[src/hw/rtl/rrts_pkg.sv]
// Shared package of the round-robin time-slice scheduler.
// Holds request codes, default sizes, the controller/datapath structs and the id reduction table.
// No dependencies.
`default_nettype none

package rrts_pkg;

    localparam int FIFO_DEPTH_DEF = 16;
    localparam int TASK_IDS_DEF   = 256;

    localparam int ID_IN_W   = 8;
    localparam int START_W   = 33;
    localparam int TICK_W    = 32;
    localparam int QUANT_W   = 16;
    localparam int REQ_W     = 3;
    localparam int COUNT_W   = 9;
    localparam int COUNT_MAX = 511;

    localparam logic [QUANT_W-1:0] QUANTUM_RST = 16'd10;

    localparam logic [REQ_W-1:0] REQ_ADD   = 3'd0;
    localparam logic [REQ_W-1:0] REQ_PICK  = 3'd1;
    localparam logic [REQ_W-1:0] REQ_DONE  = 3'd2;
    localparam logic [REQ_W-1:0] REQ_TICK  = 3'd3;
    localparam logic [REQ_W-1:0] REQ_CLEAR = 3'd4;

    // Commands from the controller to the datapath.
    typedef struct packed {
        logic capture;
        logic push_new;
        logic requeue;
        logic tick;
        logic clear_regs;
        logic pick_keep;
        logic pop;
        logic lookup;
        logic dispatch;
        logic done_read;
        logic done_write;
        logic sweep;
        logic load_out;
    } t_cmd;

    // Status from the datapath to the controller.
    typedef struct packed {
        logic [REQ_W-1:0] req;
        logic             keep;
        logic             fifo_empty;
        logic             sweep_last;
        logic             out_free;
    } t_stat;

    typedef logic [15:0] t_mod_tab [256];

    // Table of v modulo n for every 8-bit v, built by counting at elaboration.
    function automatic t_mod_tab mod_table(input int n);
        t_mod_tab tab;
        int       c;
        c = 0;
        for (int v = 0; v < 256; v++) begin
            tab[v] = 16'(c);
            if (c + 1 >= n) begin
                c = 0;
            end else begin
                c = c + 1;
            end
        end
        return tab;
    endfunction

endpackage

`default_nettype wire

[src/hw/rtl/rrts_ctrl.sv]
// Controller state machine of the scheduler: sequences each request through the datapath.
// Depends on rrts_pkg.
`default_nettype none

module rrts_ctrl (
    input  wire logic          i_clk,
    input  wire logic          i_rst_n,
    input  wire logic          i_valid,
    output logic               o_stall,
    input  wire rrts_pkg::t_stat i_stat,
    output rrts_pkg::t_cmd     o_cmd
);

    typedef enum logic [7:0] {
        ST_SWEEP = 8'b0000_0001,
        ST_IDLE  = 8'b0000_0010,
        ST_EXEC  = 8'b0000_0100,
        ST_POP   = 8'b0000_1000,
        ST_LOOK  = 8'b0001_0000,
        ST_DISP  = 8'b0010_0000,
        ST_DONE  = 8'b0100_0000,
        ST_REPLY = 8'b1000_0000
    } t_state;

    t_state r_state;
    t_state n_state;
    logic   r_sweep_reply;
    logic   n_sweep_reply;

    always_comb begin
        n_state       = r_state;
        n_sweep_reply = r_sweep_reply;
        o_cmd         = '0;
        case (r_state)
            ST_SWEEP: begin
                o_cmd.sweep = 1'b1;
                if (i_stat.sweep_last) begin
                    n_state = r_sweep_reply ? ST_REPLY : ST_IDLE;
                end
            end
            ST_IDLE: begin
                if (i_valid) begin
                    o_cmd.capture = 1'b1;
                    n_state       = ST_EXEC;
                end
            end
            ST_EXEC: begin
                case (i_stat.req)
                    rrts_pkg::REQ_ADD: begin
                        o_cmd.push_new = 1'b1;
                        n_state        = ST_REPLY;
                    end
                    rrts_pkg::REQ_PICK: begin
                        if (i_stat.keep) begin
                            o_cmd.pick_keep = 1'b1;
                            n_state         = ST_REPLY;
                        end else begin
                            o_cmd.requeue = 1'b1;
                            n_state       = ST_POP;
                        end
                    end
                    rrts_pkg::REQ_DONE: begin
                        o_cmd.done_read = 1'b1;
                        n_state         = ST_DONE;
                    end
                    rrts_pkg::REQ_TICK: begin
                        o_cmd.tick = 1'b1;
                        n_state    = ST_REPLY;
                    end
                    rrts_pkg::REQ_CLEAR: begin
                        o_cmd.clear_regs = 1'b1;
                        n_sweep_reply    = 1'b1;
                        n_state          = ST_SWEEP;
                    end
                    default: begin
                        n_state = ST_REPLY;
                    end
                endcase
            end
            ST_POP: begin
                if (i_stat.fifo_empty) begin
                    n_state = ST_REPLY;
                end else begin
                    o_cmd.pop = 1'b1;
                    n_state   = ST_LOOK;
                end
            end
            ST_LOOK: begin
                o_cmd.lookup = 1'b1;
                n_state      = ST_DISP;
            end
            ST_DISP: begin
                o_cmd.dispatch = 1'b1;
                n_state        = ST_REPLY;
            end
            ST_DONE: begin
                o_cmd.done_write = 1'b1;
                n_state          = ST_REPLY;
            end
            ST_REPLY: begin
                if (i_stat.out_free) begin
                    o_cmd.load_out = 1'b1;
                    n_sweep_reply  = 1'b0;
                    n_state        = ST_IDLE;
                end
            end
            default: begin
                n_state = ST_IDLE;
            end
        endcase
    end

    always_ff @(posedge i_clk) begin
        if (!i_rst_n) begin
            r_state       <= ST_SWEEP;
            r_sweep_reply <= 1'b0;
        end else begin
            r_state       <= n_state;
            r_sweep_reply <= n_sweep_reply;
        end
    end

    assign o_stall = (r_state != ST_IDLE);

endmodule

`default_nettype wire

[config.mk]
export PLATFORM = sky130hd
export DESIGN_NAME = rrts_ctrl
export DESIGN_NICKNAME = d
export VERILOG_FILES = /design/src/hw/rtl/rrts_pkg.sv /design/src/hw/rtl/rrts_ctrl.sv
export SDC_FILE = /design/constraint.sdc
export NUM_CORES = 1
export LEC_CHECK = 0
export BUFFER_PORTS_ARGS = -buffer_cell sky130_fd_sc_hd__buf_4
export CORE_AREA = 2 2 45 47
export CTS_BUF_LIST = sky130_fd_sc_hd__clkbuf_8
export CTS_CLUSTER_SIZE = 8
export DETAILED_ROUTE_END_ITERATION = 7
export DIE_AREA = 0 0 47 49
export GPL_TIMING_DRIVEN = 1
export HOLD_SLACK_MARGIN = 0.08
export PLACE_DENSITY = 0.64
export SYNTH_ARGS = -nofsm -noshare
export SYNTH_HDL_FRONTEND = slang
export SYNTH_SLANG_ARGS = --single-unit
[constraint.sdc]
create_clock -name i_clk -period 2.2 [get_ports i_clk]
set_input_delay 0.11 -clock i_clk [delete_from_list [all_inputs] [get_ports i_clk]]
set_output_delay 0.11 -clock i_clk [all_outputs]
set_load 0.01 [all_outputs]
==> out/qor.csv <==
stage,metric,value,unit
run_status,status,"finished, final reports clean",
synth,async set-reset flop share out of synthesis,0,%
pwr,register share of total power,38.6,%
synth,Synth Area in XOR/XNOR,2.509,%
pwr,Pwr Density,508.5,nW/um^2
place,RD Place Congestion,0.7514,
sta,Max Freq,490.1,MHz
sta,hold slack final,0.1535,ns
synth,post-synth design cell area,698.2,sq um
critical_path,CP Capture Type,output port,
pwr,Clock power frac,39.9,%
place,DPL Wire Length,1.245,mm
sta,Worst-Margin Slew,0.4862,ns
synth,Synth Area in Compound Gates,17.38,%
synth,dominant cells by area after synthesis,"dfxtp_1 (26%), nor2_1 (4.8%), buf_6 (4.8%)",
sta,Rel. slew slack,67.13,%
synth,main combinational cell family by area after synthesis,simple AND/OR/NAND/NOR gates,
place,DP Worst Slack,0.3288,ns
sta,final setup fails,0,
pwr,P_sw,131.7,uW
sta,Final Slew Violations,0,
routing,post-detailed-route count of antenna-violating nets,0,
global_route,largest net degree at the start of global routing,10,
die,Die W,47,microns
clock_tree,CTS sink count,9,
routing,number of remaining DRC errors,0,
sta,TNS Setup,0,ns
routing,DR vias,678,
layout,layout overhead on the synthesized area,33.15,%
sta,fin crit share,92.75,%
critical_path,Setup CP Type,register to output port,
routing,Pre-antenna DRT Iters,4,
synth,Seq cells post-synth,9,
sta,Final Hold Viols,0,
synth,"Distinct cells, synth",36,
synth,syn nets,96,
clock_tree,CTS tree,done,
clock_tree,Post-CTS Setup Inserts,0,
global_route,initial antenna violation count,0,
critical_path,"Arr. time, crit path",1.93,ns
die,IO Pins,24,
layout,layout cell share with drive strength beyond 1,37.27,%
routing,Via density,4.949,
pwr,VDD IR max,0.3120,mV
flow_run,max-cap violation count,0,
routing,Wirelength per Cell,11.71,microns
synth,dominant synthesized flop cell,dfxtp_1,
pwr,Sw Ratio,27.86,%
sta,PnR worst setup slack,0.1595,ns
pwr,Comb power frac,21.4,%
die,row count,16,
synth,Syn Area/Cell,8.118,sq um
clock_tree,Root Driver,clkbuf_8,
routing,Post-Route WL,1.604,mm
global_route,number of global-route vias before repair,646,
clock_tree,Worst-path clk slew,0.05,ns
pwr,leakage,0.4249,nW
place,port bufs,23,
pwr,Pint,341.0,uW
global_route,gr ovfl total,0,
clock_tree,CTS buffer count,3,
die,Starting Density,37.91,%
die,Core Region,1842,sq um
synth,share of the synthesized area in the top cell type,25.81,%
critical_path,crit start category,register,
synth,register area share after synthesis,25.81,%
sta,fin crit period,2.040,ns
clock_tree,H-tree levels,1,
synth,Synth area leader,dfxtp_1,
layout,Ant. Diodes,0,
die,die height,49,microns
synth,total number of yosys warnings,0,
clock_tree,Worst-Skew Late Latency,0.23,ns
die,die area,2303,sq um
layout,Final #Nets,121,
critical_path,CP max FO,8,
global_route,gr usage total,16.33,%
clock_tree,CTS Buffer Depth,2,
critical_path,worst endpoint required time,2.09,ns
sta,unrepaired setup endpoints after global routing,no,
synth,Post-synth top cells,"dfxtp_1 (9), nor2_1 (9), inv_1 (7)",
synth,Post-Synth Simple-Gate Area,45.70,%
hold_path,Hold Path Class,input port to register,
synth,post-synthesis mux area share,0,%
synth,Post-synth EDFFs,0,
synth,number of cells produced by synthesis,86,
sta,Worst Skew,0.0005722,ns
synth,Adder-Cell Fraction of Synth Area,0,%
routing,Initial DRC Count,9,
global_route,first-pass GRT wire length,2.753,mm
[through the flow]
stage	power (mW)	instance area, sq um	cells	utilization (%)
CTS	0.4740	915.9	137	49.73
global route	0.5013	929.6	137	50.48
detailed placement	0.2821	870.8	133	47.28
global placement	0.2826	870.8	133	47.28
finish	0.4727	929.6	137	50.48
floorplan	0.2437	698.2	86	-
[path summary, 6_finish.rpt]
check	startpoint	to	slack (ns)	depth (start not counted)
max reg2reg	r_state[4]	r_state[7]	0.38	5
max	r_state[3]	o_cmd[10]	0.16	5
min reg2reg	r_sweep_reply	r_sweep_reply	0.52	2
min	i_rst_n	r_state[6]	0.15	2
[logic make-up (layout without fill, tap and decap cells)]
| kind of cell | after synthesis | after routing |
|---|---|---|
| flops | 9 | 9 |
| xor+xnor | 2 | 2 |
| buf+inv | 10 | 34 |
| simple gates | 47 | 47 |
| compound gates | 18 | 18 |
[power groups by stage]
| stage | clock [mW] | combinational (mW) | sequential, mW |
|---|---|---|---|
| floorplan | 0 | 0.0644 | 0.179 |
| global placement | 0 | 0.0996 | 0.183 |
| CTS | 0.194 | 0.100 | 0.180 |
| global route | 0.205 | 0.112 | 0.184 |
| finish | 0.189 | 0.101 | 0.183 |
| detailed placement | 0 | 0.0992 | 0.183 |
[worst max-delay path: stages, from the launching register on]
cell,delay (ns)
dfxtp_1,0.37
nor4b_1,0.36
nand2_2,0.14
or4b_4,0.51
nor2_1,0.16
buf_4,0.15
[final cells by class]
class	count	area, sq um
fill	200	912.1
multi-input combinational	67	469.2
sequential	9	182.7
timing repair buffer	23	172.7
clock buffer	3	41.29
tap	27	33.78
inverter	7	26.28
clock inverter	1	3.754
[routing by layer]
metal	up-vias	global-route usage [%]	share of wire, %
met2	18	24.66	49
met5	-	0	0
met1	298	22.65	46
met3	2	2.222	3.9
met4	0	6.944	0.81
li1	360	-	-
[flip-flops by register name, summed over array words and instances, names as in the netlist]
name and cells:
r_state 8, r_sweep_reply 1
[placed cells by master, fill, tap and decap left out, drive strengths merged, types with 3 or more instances in the layout]
master,instances
nor2,9
or4b,3
clkbuf,3
buf,23
dfxtp,9
nor4b,3
inv,8
and2,3
nor3,6
a21oi,5
nand2,6
o21ai,6
nor2b,3
and3,3
[repair_timing]
action | 4_1_cts | 5_1_grt
setup endpoints to repair | 0 | 2
resized for setup | 0 | 4
hold buffers | 0 | 0
No activity file was read; power rests on OpenSTA's default activity.
